==> src/hw/rtl/dns_name_wire_to_dotted_text_top_assert.svh <==
// ----------------------------------------------------------------------------
// DNS name wire-to-text assertion macros
// Concurrent check wrappers; they expand to nothing in synthesis builds.
// ----------------------------------------------------------------------------
`ifndef DNS_NAME_WIRE_TO_DOTTED_TEXT_TOP_ASSERT_SVH
`define DNS_NAME_WIRE_TO_DOTTED_TEXT_TOP_ASSERT_SVH

`ifndef SYNTHESIS
// Same-cycle implication: when ante holds, cons must hold.
`define W2T_ASSERT_IMP(lbl, clk, rstn, ante, cons) \
  lbl: assert property (@(posedge clk) disable iff (!rstn) (ante) |-> (cons)) \
    else $error("dnsw2t: implication check failed");
// Next-cycle implication: when ante holds, cons must hold in the next cycle.
`define W2T_ASSERT_NXT(lbl, clk, rstn, ante, cons) \
  lbl: assert property (@(posedge clk) disable iff (!rstn) (ante) |=> (cons)) \
    else $error("dnsw2t: next-cycle check failed");
`else
`define W2T_ASSERT_IMP(lbl, clk, rstn, ante, cons)
`define W2T_ASSERT_NXT(lbl, clk, rstn, ante, cons)
`endif

`endif

==> src/hw/rtl/dnsw2t_pkg.sv <==
// ----------------------------------------------------------------------------
// DNS name wire-to-text package
// Shared types, character constants and classification functions.
// ----------------------------------------------------------------------------
package dnsw2t_pkg;

  // Character constants
  localparam logic [7:0] CASE_OFFSET = 8'd32;
  localparam logic [2:0] OCT_MASK    = 3'd7;
  localparam logic [7:0] CH_DASH     = 8'h2D;
  localparam logic [7:0] CH_UNDER    = 8'h5F;
  localparam logic [7:0] CH_BSLASH   = 8'h5C;
  localparam logic [7:0] CH_DOT      = 8'h2E;
  localparam logic [7:0] CH_ZERO     = 8'h30;
  localparam logic [7:0] CH_UPPER_A  = 8'h41;
  localparam logic [7:0] CH_UPPER_Z  = 8'h5A;
  localparam logic [7:0] CH_LOWER_A  = 8'h61;
  localparam logic [7:0] CH_LOWER_Z  = 8'h7A;
  localparam logic [7:0] CH_DIGIT_9  = 8'h39;

  // Escape sequence positions
  localparam logic [1:0] ESC_SLASH = 2'd0;
  localparam logic [1:0] ESC_HIGH  = 2'd1;
  localparam logic [1:0] ESC_MID   = 2'd2;
  localparam logic [1:0] ESC_LOW   = 2'd3;

  // Operation kinds passed from front to back
  typedef enum logic [1:0] {
    OP_TEXT = 2'd0,  // one character
    OP_ESC  = 2'd1,  // backslash plus three octal digits
    OP_MARK = 2'd2   // bare end-of-name marker
  } op_kind_e;

  typedef struct packed {
    op_kind_e   kind;
    logic [7:0] data;
    logic       done;
  } op_t;

  // Fold upper-case letters to lower case
  function automatic logic [7:0] to_lower(input logic [7:0] b);
    logic [7:0] r;
    r = b;
    if (b inside {[CH_UPPER_A:CH_UPPER_Z]}) begin
      r = b + CASE_OFFSET;
    end
    return r;
  endfunction

  // Characters that are sent without escaping
  function automatic logic plain_char(input logic [7:0] c);
    return (c inside {[CH_LOWER_A:CH_LOWER_Z], [CH_ZERO:CH_DIGIT_9], CH_DASH, CH_UNDER});
  endfunction

  // Octal digit character for a three-bit group
  function automatic logic [7:0] oct_char(input logic [2:0] d);
    return CH_ZERO + {5'd0, d & OCT_MASK};
  endfunction

endpackage

==> src/hw/rtl/dnsw2t_if.sv <==
// ----------------------------------------------------------------------------
// DNS name wire-to-text channel interfaces
// Valid/ready channels for wire bytes in and text results out.
// ----------------------------------------------------------------------------
interface dnsw2t_in_if;
  logic       valid;
  logic       ready;
  logic [7:0] in_byte;

  modport source (output valid, output in_byte, input ready);
  modport sink   (input valid, input in_byte, output ready);
endinterface

interface dnsw2t_out_if;
  logic       valid;
  logic       ready;
  logic [7:0] text_byte;
  logic       has_byte;
  logic       run_last;
  logic       name_done;

  modport source (output valid, output text_byte, output has_byte, output run_last,
                  output name_done, input ready);
  modport sink   (input valid, input text_byte, input has_byte, input run_last,
                  input name_done, output ready);
endinterface

==> src/hw/rtl/dns_name_wire_to_dotted_text_top.sv <==
// ----------------------------------------------------------------------------
// DNS name wire-to-text top level
// Converts wire-format DNS names, one byte per transfer, to dotted text.
// ----------------------------------------------------------------------------
//   channel  dir  payload                                    role
//   in_i     in   in_byte[7:0]                               wire bytes
//   out_o    out  text_byte[7:0] has_byte run_last name_done text results
//
// One wire byte is taken per cycle while the op queue has room.
// The back end sends one result per cycle while out_o.ready allows: plain bytes,
// dots and end markers give one result each, an escaped byte gives four, so
// escapes set the rate there. Lengths that open a name are taken but give no result.
// Reset (rst_ni low) clears label state, the queue and the output valid.
// Output stalls back up through the queue to in_i.ready.
module dns_name_wire_to_dotted_text_top #(
  parameter int QueueDepth = 4
) (
  input  logic                clk_i,
  input  logic                rst_ni,
  dnsw2t_in_if.sink           in_i,
  dnsw2t_out_if.source        out_o
);

  logic            q_full;
  logic            push;
  dnsw2t_pkg::op_t push_op;
  logic            pop;
  logic            q_valid;
  dnsw2t_pkg::op_t head;

  dnsw2t_front u_front (
    .clk_i      (clk_i),
    .rst_ni     (rst_ni),
    .in_valid_i (in_i.valid),
    .in_byte_i  (in_i.in_byte),
    .in_ready_o (in_i.ready),
    .q_full_i   (q_full),
    .push_o     (push),
    .push_op_o  (push_op)
  );

  dnsw2t_queue #(
    .Depth (QueueDepth)
  ) u_queue (
    .clk_i     (clk_i),
    .rst_ni    (rst_ni),
    .push_i    (push),
    .push_op_i (push_op),
    .full_o    (q_full),
    .pop_i     (pop),
    .valid_o   (q_valid),
    .head_o    (head)
  );

  dnsw2t_back u_back (
    .clk_i       (clk_i),
    .rst_ni      (rst_ni),
    .q_valid_i   (q_valid),
    .head_i      (head),
    .pop_o       (pop),
    .out_valid_o (out_o.valid),
    .out_ready_i (out_o.ready),
    .text_byte_o (out_o.text_byte),
    .has_byte_o  (out_o.has_byte),
    .run_last_o  (out_o.run_last),
    .name_done_o (out_o.name_done)
  );

endmodule

==> src/hw/rtl/dnsw2t_front.sv <==
// ----------------------------------------------------------------------------
// DNS name wire-to-text front end
// Tracks label state per wire byte and turns each byte, but a length that opens a name, into a queued op.
// ----------------------------------------------------------------------------
module dnsw2t_front (
  input  logic              clk_i,
  input  logic              rst_ni,
  input  logic              in_valid_i,
  input  logic [7:0]        in_byte_i,
  output logic              in_ready_o,
  input  logic              q_full_i,
  output logic              push_o,
  output dnsw2t_pkg::op_t   push_op_o
);

  logic [7:0] label_left_q, label_left_d;
  logic       at_start_q, at_start_d;
  logic       accept;
  logic       emit;
  logic [7:0] low_ch;

  assign in_ready_o = !q_full_i;
  assign accept     = in_valid_i && in_ready_o;
  assign low_ch     = dnsw2t_pkg::to_lower(in_byte_i);

  // Classify the byte and advance the label state
  always_comb begin
    label_left_d   = label_left_q;
    at_start_d     = at_start_q;
    emit           = 1'b1;
    push_op_o.kind = dnsw2t_pkg::OP_TEXT;
    push_op_o.data = dnsw2t_pkg::CH_DOT;
    push_op_o.done = 1'b0;
    if (label_left_q != 8'd0) begin
      label_left_d   = label_left_q - 8'd1;
      push_op_o.data = low_ch;
      push_op_o.kind = dnsw2t_pkg::plain_char(low_ch) ? dnsw2t_pkg::OP_TEXT
                                                      : dnsw2t_pkg::OP_ESC;
    end else if (in_byte_i == 8'd0) begin
      push_op_o.done = 1'b1;
      if (!at_start_q) begin
        push_op_o.kind = dnsw2t_pkg::OP_MARK;
        push_op_o.data = 8'd0;
        at_start_d     = 1'b1;
      end
    end else begin
      label_left_d = in_byte_i;
      if (at_start_q) begin
        at_start_d = 1'b0;
        emit       = 1'b0;
      end
    end
  end

  assign push_o = accept && emit;

  // Update state on each transfer
  always_ff @(posedge clk_i or negedge rst_ni) begin
    if (!rst_ni) begin
      label_left_q <= 8'd0;
      at_start_q   <= 1'b1;
    end else if (accept) begin
      label_left_q <= label_left_d;
      at_start_q   <= at_start_d;
    end
  end

endmodule

==> src/hw/rtl/dnsw2t_queue.sv <==
// ----------------------------------------------------------------------------
// DNS name wire-to-text op queue
// Small FIFO of ops between front end and back end.
// ----------------------------------------------------------------------------
module dnsw2t_queue #(
  parameter int Depth = 4
) (
  input  logic              clk_i,
  input  logic              rst_ni,
  input  logic              push_i,
  input  dnsw2t_pkg::op_t   push_op_i,
  output logic              full_o,
  input  logic              pop_i,
  output logic              valid_o,
  output dnsw2t_pkg::op_t   head_o
);

  localparam int PtrW = (Depth > 1) ? $clog2(Depth) : 1;
  localparam int CntW = $clog2(Depth + 1);
  localparam logic [PtrW-1:0] LastIdx = PtrW'(Depth - 1);
  localparam logic [CntW-1:0] FullCnt = CntW'(Depth);

  dnsw2t_pkg::op_t   slots_q [Depth];
  logic [PtrW-1:0]   wr_ptr_q, rd_ptr_q;
  logic [CntW-1:0]   count_q;
  logic              do_pop;

  assign full_o  = (count_q == FullCnt);
  assign valid_o = (count_q != '0);
  assign head_o  = slots_q[rd_ptr_q];
  assign do_pop  = pop_i && valid_o;

  // Store pushed ops
  always_ff @(posedge clk_i) begin
    if (push_i) begin
      slots_q[wr_ptr_q] <= push_op_i;
    end
  end

  // Advance pointers and occupancy
  always_ff @(posedge clk_i or negedge rst_ni) begin
    if (!rst_ni) begin
      wr_ptr_q <= '0;
      rd_ptr_q <= '0;
      count_q  <= '0;
    end else begin
      if (push_i) begin
        wr_ptr_q <= (wr_ptr_q == LastIdx) ? '0 : wr_ptr_q + 1'b1;
      end
      if (do_pop) begin
        rd_ptr_q <= (rd_ptr_q == LastIdx) ? '0 : rd_ptr_q + 1'b1;
      end
      if (push_i && !do_pop) begin
        count_q <= count_q + 1'b1;
      end else if (!push_i && do_pop) begin
        count_q <= count_q - 1'b1;
      end
    end
  end

endmodule

==> src/hw/rtl/dnsw2t_back.sv <==
// ----------------------------------------------------------------------------
// DNS name wire-to-text back end
// Expands queued ops into text results through an output register.
// ----------------------------------------------------------------------------
`include "dns_name_wire_to_dotted_text_top_assert.svh"

module dnsw2t_back (
  input  logic              clk_i,
  input  logic              rst_ni,
  input  logic              q_valid_i,
  input  dnsw2t_pkg::op_t   head_i,
  output logic              pop_o,
  output logic              out_valid_o,
  input  logic              out_ready_i,
  output logic [7:0]        text_byte_o,
  output logic              has_byte_o,
  output logic              run_last_o,
  output logic              name_done_o
);

  logic [1:0] step_q, step_d;
  logic       out_valid_q;
  logic [7:0] text_q, text_d;
  logic       has_q, has_d;
  logic       last_q, last_d;
  logic       done_q, done_d;
  logic       load;
  logic       op_end;

  assign load = !out_valid_q || out_ready_i;

  // Build the result for the current step of the head op
  always_comb begin
    text_d = head_i.data;
    has_d  = 1'b1;
    last_d = 1'b1;
    done_d = head_i.done;
    op_end = 1'b1;
    case (head_i.kind)
      dnsw2t_pkg::OP_TEXT: begin
        text_d = head_i.data;
      end
      dnsw2t_pkg::OP_MARK: begin
        text_d = 8'd0;
        has_d  = 1'b0;
      end
      dnsw2t_pkg::OP_ESC: begin
        done_d = 1'b0;
        op_end = (step_q == dnsw2t_pkg::ESC_LOW);
        last_d = op_end;
        case (step_q)
          dnsw2t_pkg::ESC_SLASH: text_d = dnsw2t_pkg::CH_BSLASH;
          dnsw2t_pkg::ESC_HIGH:  text_d = dnsw2t_pkg::oct_char({1'b0, head_i.data[7:6]});
          dnsw2t_pkg::ESC_MID:   text_d = dnsw2t_pkg::oct_char(head_i.data[5:3]);
          default:               text_d = dnsw2t_pkg::oct_char(head_i.data[2:0]);
        endcase
      end
      default: begin
        text_d = 8'd0;
        has_d  = 1'b0;
      end
    endcase
  end

  assign pop_o  = load && q_valid_i && op_end;
  assign step_d = op_end ? dnsw2t_pkg::ESC_SLASH : step_q + 2'd1;

  // Hold or advance the step counter and the output valid
  always_ff @(posedge clk_i or negedge rst_ni) begin
    if (!rst_ni) begin
      step_q      <= dnsw2t_pkg::ESC_SLASH;
      out_valid_q <= 1'b0;
    end else if (load) begin
      out_valid_q <= q_valid_i;
      if (q_valid_i) begin
        step_q <= step_d;
      end
    end
  end

  // Load the result register
  always_ff @(posedge clk_i) begin
    if (load && q_valid_i) begin
      text_q <= text_d;
      has_q  <= has_d;
      last_q <= last_d;
      done_q <= done_d;
    end
  end

  assign out_valid_o = out_valid_q;
  assign text_byte_o = text_q;
  assign has_byte_o  = has_q;
  assign run_last_o  = last_q;
  assign name_done_o = done_q;

  // Mid-escape the op stays at the queue head
  `W2T_ASSERT_IMP(a_esc_held, clk_i, rst_ni, step_q != dnsw2t_pkg::ESC_SLASH,
                  q_valid_i && (head_i.kind == dnsw2t_pkg::OP_ESC))
  // A shown result that is not last of its byte has its escape still pending
  `W2T_ASSERT_IMP(a_more_pending, clk_i, rst_ni, out_valid_q && !last_q,
                  step_q != dnsw2t_pkg::ESC_SLASH)
  // A bare marker always ends the name
  `W2T_ASSERT_IMP(a_mark_ends, clk_i, rst_ni, out_valid_q && !has_q, done_q && last_q)
  // Finishing an escape returns the counter to its first step
  `W2T_ASSERT_NXT(a_esc_wrap, clk_i, rst_ni,
                  load && q_valid_i && (step_q == dnsw2t_pkg::ESC_LOW),
                  step_q == dnsw2t_pkg::ESC_SLASH)

endmodule

==> src/flat_wrapper.sv <==
// flat-port wrapper written by rule: the top's interface ports become plain ports
module dns_name_wire_to_dotted_text_top_flat 
#(
  parameter int QueueDepth = 4
)
  (clk_i, rst_ni, in_i_valid, in_i_in_byte, in_i_ready, out_o_valid, out_o_text_byte, out_o_has_byte, out_o_run_last, out_o_name_done, out_o_ready);
  dnsw2t_in_if in_i_i ();
  dnsw2t_out_if out_o_i ();
  input  logic clk_i;
  input  logic rst_ni;
  input wire logic [$bits(in_i_i.valid)-1:0] in_i_valid;
  input wire logic [$bits(in_i_i.in_byte)-1:0] in_i_in_byte;
  output wire logic [$bits(in_i_i.ready)-1:0] in_i_ready;
  output wire logic [$bits(out_o_i.valid)-1:0] out_o_valid;
  output wire logic [$bits(out_o_i.text_byte)-1:0] out_o_text_byte;
  output wire logic [$bits(out_o_i.has_byte)-1:0] out_o_has_byte;
  output wire logic [$bits(out_o_i.run_last)-1:0] out_o_run_last;
  output wire logic [$bits(out_o_i.name_done)-1:0] out_o_name_done;
  input wire logic [$bits(out_o_i.ready)-1:0] out_o_ready;
  assign in_i_i.valid = in_i_valid;
  assign in_i_i.in_byte = in_i_in_byte;
  assign in_i_ready = in_i_i.ready;
  assign out_o_valid = out_o_i.valid;
  assign out_o_text_byte = out_o_i.text_byte;
  assign out_o_has_byte = out_o_i.has_byte;
  assign out_o_run_last = out_o_i.run_last;
  assign out_o_name_done = out_o_i.name_done;
  assign out_o_i.ready = out_o_ready;
  dns_name_wire_to_dotted_text_top #(.QueueDepth(QueueDepth)) u_core (.clk_i(clk_i), .rst_ni(rst_ni), .in_i(in_i_i), .out_o(out_o_i));
endmodule
==> config.mk <==
export PLATFORM = sky130hd
export DESIGN_NAME = dns_name_wire_to_dotted_text_top_flat
export DESIGN_NICKNAME = d
export VERILOG_FILES = /design/src/hw/rtl/dnsw2t_pkg.sv /design/src/hw/rtl/dnsw2t_if.sv /design/src/hw/rtl/dns_name_wire_to_dotted_text_top.sv /design/src/hw/rtl/dnsw2t_front.sv /design/src/hw/rtl/dnsw2t_queue.sv /design/src/hw/rtl/dnsw2t_back.sv /design/src/flat_wrapper.sv
export VERILOG_INCLUDE_DIRS = /design/src /design/src/hw/rtl
export SDC_FILE = /design/constraint.sdc
export NUM_CORES = 1
export LEC_CHECK = 0
export BUFFER_PORTS_ARGS = -buffer_cell sky130_fd_sc_hd__buf_2
export CORE_AREA = 5 5 94 96
export CTS_BUF_LIST = sky130_fd_sc_hd__clkbuf_4 sky130_fd_sc_hd__clkbuf_8 sky130_fd_sc_hd__clkbuf_16
export DETAILED_ROUTE_END_ITERATION = 10
export DIE_AREA = 0 0 99 101
export PLACE_DENSITY_LB_ADDON = 0.05
export SYNTH_ARGS = -nofsm -noshare
export SYNTH_HDL_FRONTEND = slang
export SYNTH_SLANG_ARGS = --single-unit
==> constraint.sdc <==
create_clock -name clk_i -period 4.6 [get_ports clk_i]
set_input_delay 1.38 -clock clk_i [delete_from_list [all_inputs] [get_ports clk_i]]
set_output_delay 1.38 -clock clk_i [all_outputs]
set_load 0.1 [all_outputs]
After elaboration in Yosys (flattened, before gate mapping)
Memories as Yosys holds them, arrays and structs flattened.
Index checks and enable logic that the tools add are counted.
{ "totals": {"out_inout_bits": 13, "mem_bits_rw": 44, "in_bits": 12, "register_bits": 30, "n_memories": 1} }
{ "op_classes": {"reduce_logical": 26, "n_lt_le_gt_ge": 6, "n_addsub": 10, "eq_ne": 10, "bitwise": 1, "muxes": 23} }
{ "mem_list": {"columns": ["memory", "words", "word_bits", "read_ports", "rd_ports_with_merged_regs", "wr", "line", "source"], "rows": [
  ["u_core.u_queue.slots_q", 4, 11, 1, 0, 1, "dnsw2t_queue.sv:23", "dnsw2t_pkg::op_t slots_q [Depth];"]
]} }
{ "op_table": {"columns": ["cell", "n"], "rows": [
  ["$mux 8", 3],
  ["$pmux 7 s3", 1],
  ["$mux 10", 2],
  ["$ge 8x7->1 const B", 2],
  ["$le 8x7->1 const B", 2],
  ["$pmux 8 s2", 1],
  ["$add 6x3->7 const A", 2],
  ["$mux 11", 1],
  ["$logic_and 1x1->1", 10],
  ["$mux 1", 10],
  ["$add 8x6->8 const B", 1],
  ["$eq 2x2->1 const B", 4],
  ["$eq 8x6->1 const B", 1],
  ["$eq 8x7->1 const B", 1],
  ["$ge 8x6->1 const B", 1],
  ["$le 8x6->1 const B", 1],
  ["$logic_not 8->1", 1],
  ["$reduce_bool 8->1", 1],
  ["$sub 8x1->8 const B", 1],
  ["$add 6x2->7 const A", 1],
  ["$add 2x1->2 const B", 3],
  ["$mux 2", 3],
  ["$mux 3", 2],
  ["$reduce_and 2->1", 3],
  ["other kinds (13)", 18]
]} }

Logic depth before layout (Yosys ltp)
{ "logic_depth": {"depth_word": 8, "mapped_depth": 11, "ltp_nobuf": 11} }

Cells and area by module
Synthesis repeated with hierarchy kept, for this count alone.
{ "unflattened": {"hier_cells": 270, "area_unflattened_um2": 3664.8} }
{ "modules_own_cells": {"columns": ["mod", "area_per_inst_um2", "seq_area_each_um2", "cells_per_inst", "n_inst"], "rows": [
  ["dnsw2t_queue", 2025.7, 1496.4, 94, 1],
  ["dnsw2t_front", 925.9, 226.5, 117, 1],
  ["dnsw2t_back", 713.2, 405.4, 59, 1]
]} }

Worst setup path after synthesis
No wires, ideal clock.
{ "synth_path": {"path_type": "input-to-reg", "startpoint": "in in_i_in_byte[3]", "endpoint": "reg u_core.u_queue.count_q[2]", "slack_ps": 786, "cell_stages": 9, "n_path_buf": 0, "t_required_ps": 4521, "arrival_time_ps": 3735, "cell_sequence": "or4_4 -> or4b_4 -> a31oi_4 -> ha_1 -> inv_1 -> fa_1 -> xor2_1 -> nor2_1 -> xor2_1"} }
{ "synth_between": {"elab_chain_len": 7} }
{ "synth_rtl": {"columns": ["item", "line", "source"], "rows": [
  ["start, declared", "flat_wrapper.sv:12", "input wire logic [$bits(in_i_i.in_byte)-1:0] in_i_in_byte;"],
  ["$logic_not 8->1 *", "dnsw2t_front.sv:39", "end else if (in_byte_i == 8'd0) begin"],
  ["$mux 1 *", "dnsw2t_front.sv:39", null],
  ["$mux 1 *", "dnsw2t_front.sv:34", "if (label_left_q != 8'd0) begin"],
  ["$logic_and 1x1->1 *", "dnsw2t_front.sv:55", "assign push_o = accept && emit;"],
  ["net u_core.push", "dns_name_wire_to_dotted_text_top.sv:25", "logic push;"],
  ["$logic_not 1->1", "dnsw2t_queue.sv:55", "end else if (!push_i && do_pop) begin"],
  ["$logic_and 1x1->1", "dnsw2t_queue.sv:55", null],
  ["$reduce_bool 2->1 (no line)", null, null],
  ["end signal, assigned", "dnsw2t_queue.sv:54", "count_q <= count_q + 1'b1;"],
  ["end signal, assigned", "dnsw2t_queue.sv:56", "count_q <= count_q - 1'b1;"],
  ["end, declared", "dnsw2t_queue.sv:25", "logic [CntW-1:0] count_q;"]
]} }
The timed path passes the listed nets; every way through them passes the cells marked *.
A chain may end at the register's enable or synchronous reset.

Worst setup path after layout
Same ends and word-level chain as after synthesis.

==> run summary <==
The flow ran to the end, and the final reports show no timing, DRC or antenna violations. In this run the standard cell core region covers 7969 um^2. Dividing total power by cell area gives a power density of 724.9 nW/um^2. Once the floorplan was initialized, standard cells occupied 43.68% of the core.

For this block, the via count after detailed routing is 2,110. The final hold violation count was 0. In this run the mean area of a mapped cell was 13.24 um^2. Before antenna repair, the detailed router went through 4 iterations. Measured against its own limit, the worst slew margin works out to 59.06%. The critical path in this run is classified as primary input to register. The clock passes through at most 2 buffers. The proportion of netlist area held by the largest area contributor came out at 47.45%.

In the final layout, flip-flops and latches occupy 2128 um^2. The total overflow left after global routing is 0. The worst setup path is captured at a register. Entering global routing, the biggest net connects 20 pins. Counting flops with a built-in enable in the synthesized netlist gives 55. The cell count of the worst hold path was 2. For the pin with the worst max-slew slack, the measured transition is 0.6141 ns. Among the stages of the critical path, the cell type that occurs most often is sky130_fd_sc_hd__xor2_1. Counting the fill cells in the layout gives 713.

Detailed-route wire length per cell: 16.18 um. The worst-case IR drop observed on VDD is 0.1879 mV. Adding up every negative setup slack in the final design gives 0 ns. CTS saw 74 sinks. The cell count along the critical path works out to 10. The via count of the first global-routing pass was 2,172. The maximum fanout encountered on the critical timing path was 9; the leakage dissipation was 1.486 nW.

For the post-layout utilization of the core, the log shows 49.36%. The tools report the combined area of all synthesized cells as 3481 um^2. The wire length after detailed routing is 6.506 mm. The most used flip-flop cell after synthesis is sky130_fd_sc_hd__edfxtp_1.

After detailed routing, the number of vias per cell comes to 5.249. The total count of max-transition violations in the final report was 0; the I/O pin total was 25. The number of cells on the worst reg-to-reg path is 10, and the cell row count is 33.

In the post-synthesis netlist, the biggest area contributors are sky130_fd_sc_hd__edfxtp_1 47%, sky130_fd_sc_hd__dfrtp_1 13%, sky130_fd_sc_hd__mux4_2 6.5%. The run gives 319 as the number of nets at the end of the flow. Post-synth net total: 290. The cell with the largest stage delay on the worst path is sky130_fd_sc_hd__or4_4. The root buffer cell chosen for the clock tree is sky130_fd_sc_hd__clkbuf_8. The die covers 9999 um^2.

The global router's overall resource usage came out at 14.53%. For this design, the CTS-stage hold fixing added 0 buffers. The clock latency on the worst-skew pair is 0.35 ns, and the number of nets with antenna violations after detailed routing is 0. Once the clock tree was built, the setup fixing pass inserted 0 buffers. For the worst setup path, the data required time is 4.87 ns.

Setup violations remaining at the end of the flow were counted as 0. For the maximum level of the CTS H-tree, the log shows 3. The tools report the initial antenna violation count as 0. The number of cells upsized or downsized after cts came out at 0. The share of async-settable or async-resettable flops after synthesis is 25.68%.

Walking the worst path, the cells encountered are buf_2 -> or4_4 -> or4b_4 -> a31oi_4 -> ha_1 -> inv_1 -> fa_1 -> xor2_1 -> nor2_1 -> xor2_1. The number of warning messages in the yosys log is 0. Clock-pin slew was measured on the worst setup and hold paths at 0.08 ns. The run gives 265.5 MHz as the timing-limited maximum frequency. Across the run, the number of max-cap violations was 0.

The startpoint type of the worst setup path was a primary input. In this run, synthesis produced a sequential element count of 74. Yosys instantiated no cell more often than sky130_fd_sc_hd__edfxtp_1. The min-delay analysis places its worst path in the category register to register. The horizontal die dimension works out to 99 um. After legalization and detailed placement, the total HPWL measured 4.543 mm. Setup repair after global routing left no endpoint under its margin.

Summing the sequential cell areas from Yosys gives 61.14% of the chip area. Port buffering added 24 buffers. In this run, distinct cell masters in the synthesized netlist total 51. Between clock sinks in the finished design, the worst skew comes to 0.01320 ns. The first global-routing pass estimated 11.11 mm of wire. The routed design could run at a clock period as short as 3.766 ns. The tools report the number of standard cells after synthesis as 263.

Ranked by instance count, the synthesized netlist is headed by 55 x sky130_fd_sc_hd__edfxtp_1, 25 x sky130_fd_sc_hd__nor2_1, 18 x sky130_fd_sc_hd__a21oi_1, 18 x sky130_fd_sc_hd__dfrtp_1, 18 x sky130_fd_sc_hd__nand2_1. The count of inserted antenna diode cells is 0, and the largest incremental delay on the critical path is 0.55 ns. For the final RePlAce weighted congestion, the log shows 0.7917.

The number of buffers created by CTS is 9. DRC marker count from the first detailed-route iteration: 73. The share of cells above drive strength 1 was 21.55%. The synthesized design spends more area on one cell type than any other, namely sky130_fd_sc_hd__edfxtp_1. In the finished design, the share of the clock period the worst path needs comes to 81.87%. Signed area change from the synthesized netlist to the final layout: 13.01%.

TritonCTS built the clock tree. The area of the multi-input gates is 1257 um^2. Together, buffers and inverters on the worst path number 2. The vertical extent of the die was 101 um; the remaining routing DRC violations was 0. Kind of cell adding the most delay to the critical path: simple AND/OR/NAND/NOR gates.

The endpoint arrival time on the critical path was 4.04 ns.
[flip-flops by register name, summed over array words and instances, names as in the netlist, 2 cells and up]
signal	flops
u_core.u_queue.slots_q	44
u_core.u_back.text_byte_o	8
u_core.u_front.label_left_q	8
u_core.u_queue.count_q	3
u_core.u_back.step_q	2
u_core.u_queue.rd_ptr_q	2
u_core.u_queue.wr_ptr_q	2
[path summary, 6_finish.rpt]
| check | slack [ns] | startpoint | end |
|---|---|---|---|
| hold / removal | 0.49 | u_core.u_back.out_valid_o | u_core.u_back.out_valid_o |
| setup reg to reg | 1.53 | u_core.u_queue.rd_ptr_q[1] | u_core.u_queue.count_q[2] |
| hold reg to reg | 0.49 | u_core.u_back.out_valid_o | u_core.u_back.out_valid_o |
| max in group asynchronous | 3.26 | rst_ni | u_core.u_front.at_start_q |
| min in group asynchronous | 0.98 | rst_ni | u_core.u_front.label_left_q[7] |
| setup / recovery | 0.83 | in_i_in_byte[3] | u_core.u_queue.count_q[2] |
[cell usage in the layout, fill, tap and decap left out, drive strengths merged, types with 2 or more instances in the layout]
| cell | count |
|---|---|
| nor3b | 2 |
| nor3 | 5 |
| nand2b | 2 |
| nand4b | 3 |
| dfrtp | 18 |
| nor2 | 25 |
| clkinv | 3 |
| xor2 | 2 |
| ha | 14 |
| a211oi | 3 |
| edfxtp | 55 |
| o21a | 3 |
| a21oi | 18 |
| mux2 | 4 |
| a22oi | 2 |
| nand2 | 18 |
| o22ai | 4 |
| buf | 25 |
| inv | 19 |
| a31oi | 3 |
| bufinv | 2 |
| and2 | 8 |
| mux4 | 10 |
| or4b | 2 |
| clkbuf | 9 |
| o21ai | 14 |
| nand3 | 4 |
| mux2i | 2 |
[final cells by class]
cell class | instances | share of cell area, %
Clock inverter | 7 | 2.576
Sequential cell | 74 | 54.10
Multi-Input combinational cell | 165 | 31.97
Timing Repair Buffer | 25 | 3.244
Inverter | 17 | 1.622
Tap cell | 105 | 3.340
Clock buffer | 9 | 3.149
[stage by stage]
step	setup WS, ns	hold slack, ns	instances	power [mW]	instance area (um^2)
floorplan	0.7862	0.4565	263	2.068	3481
global placement	0.5294	0.4686	386	2.308	3709
detailed placement	0.4588	0.4822	386	2.317	3709
CTS	0.8260	0.5022	402	2.892	3934
global route	0.7068	0.5186	402	3.052	3934
finish	0.8339	0.4923	402	2.852	3934
[metal layers]
metal	global-route usage [%]	share of wire, %	wire [um]
met1	19.72	47	3049
met2	22.73	47	3081
met4	4.727	1.2	78
met5	0	0	0
met3	3.945	4.6	297
[logic make-up (layout without fill, tap and decap cells)]
kind of cell / count (synthesis) / in the layout / share of synthesized area, %
mux: 16 / 16 / 8.339
fa+ha+maj: 15 / 15 / 5.608
xor+xnor: 3 / 3 / 0.7550
flops: 74 / 74 / 61.14
compound gates: 55 / 55 / 10.17
buf+inv: 24 / 58 / 2.732
simple gates: 76 / 76 / 11.25
[worst reg2reg max path, stage by stage (launching register included)]
cell	delay (ns)
sky130_fd_sc_hd__dfrtp_1	0.74
sky130_fd_sc_hd__mux4_2	0.54
sky130_fd_sc_hd__nor3_1	0.40
sky130_fd_sc_hd__nor2_1	0.17
sky130_fd_sc_hd__inv_1	0.09
sky130_fd_sc_hd__ha_1	0.19
sky130_fd_sc_hd__inv_1	0.06
sky130_fd_sc_hd__fa_1	0.38
sky130_fd_sc_hd__xor2_1	0.17
sky130_fd_sc_hd__nor2_1	0.11
sky130_fd_sc_hd__xor2_1	0.16
[where the power goes]
| part | internal [mW] | leakage (nW) | switching, mW |
|---|---|---|---|
| Clock | 0.311 | 0.113 | 0.257 |
| Combinational | 0.373 | 0.635 | 0.834 |
| Sequential | 0.961 | 0.737 | 0.116 |
| Total | 1.64 | 1.49 | 1.21 |
Power figures use the tool's default switching activity.
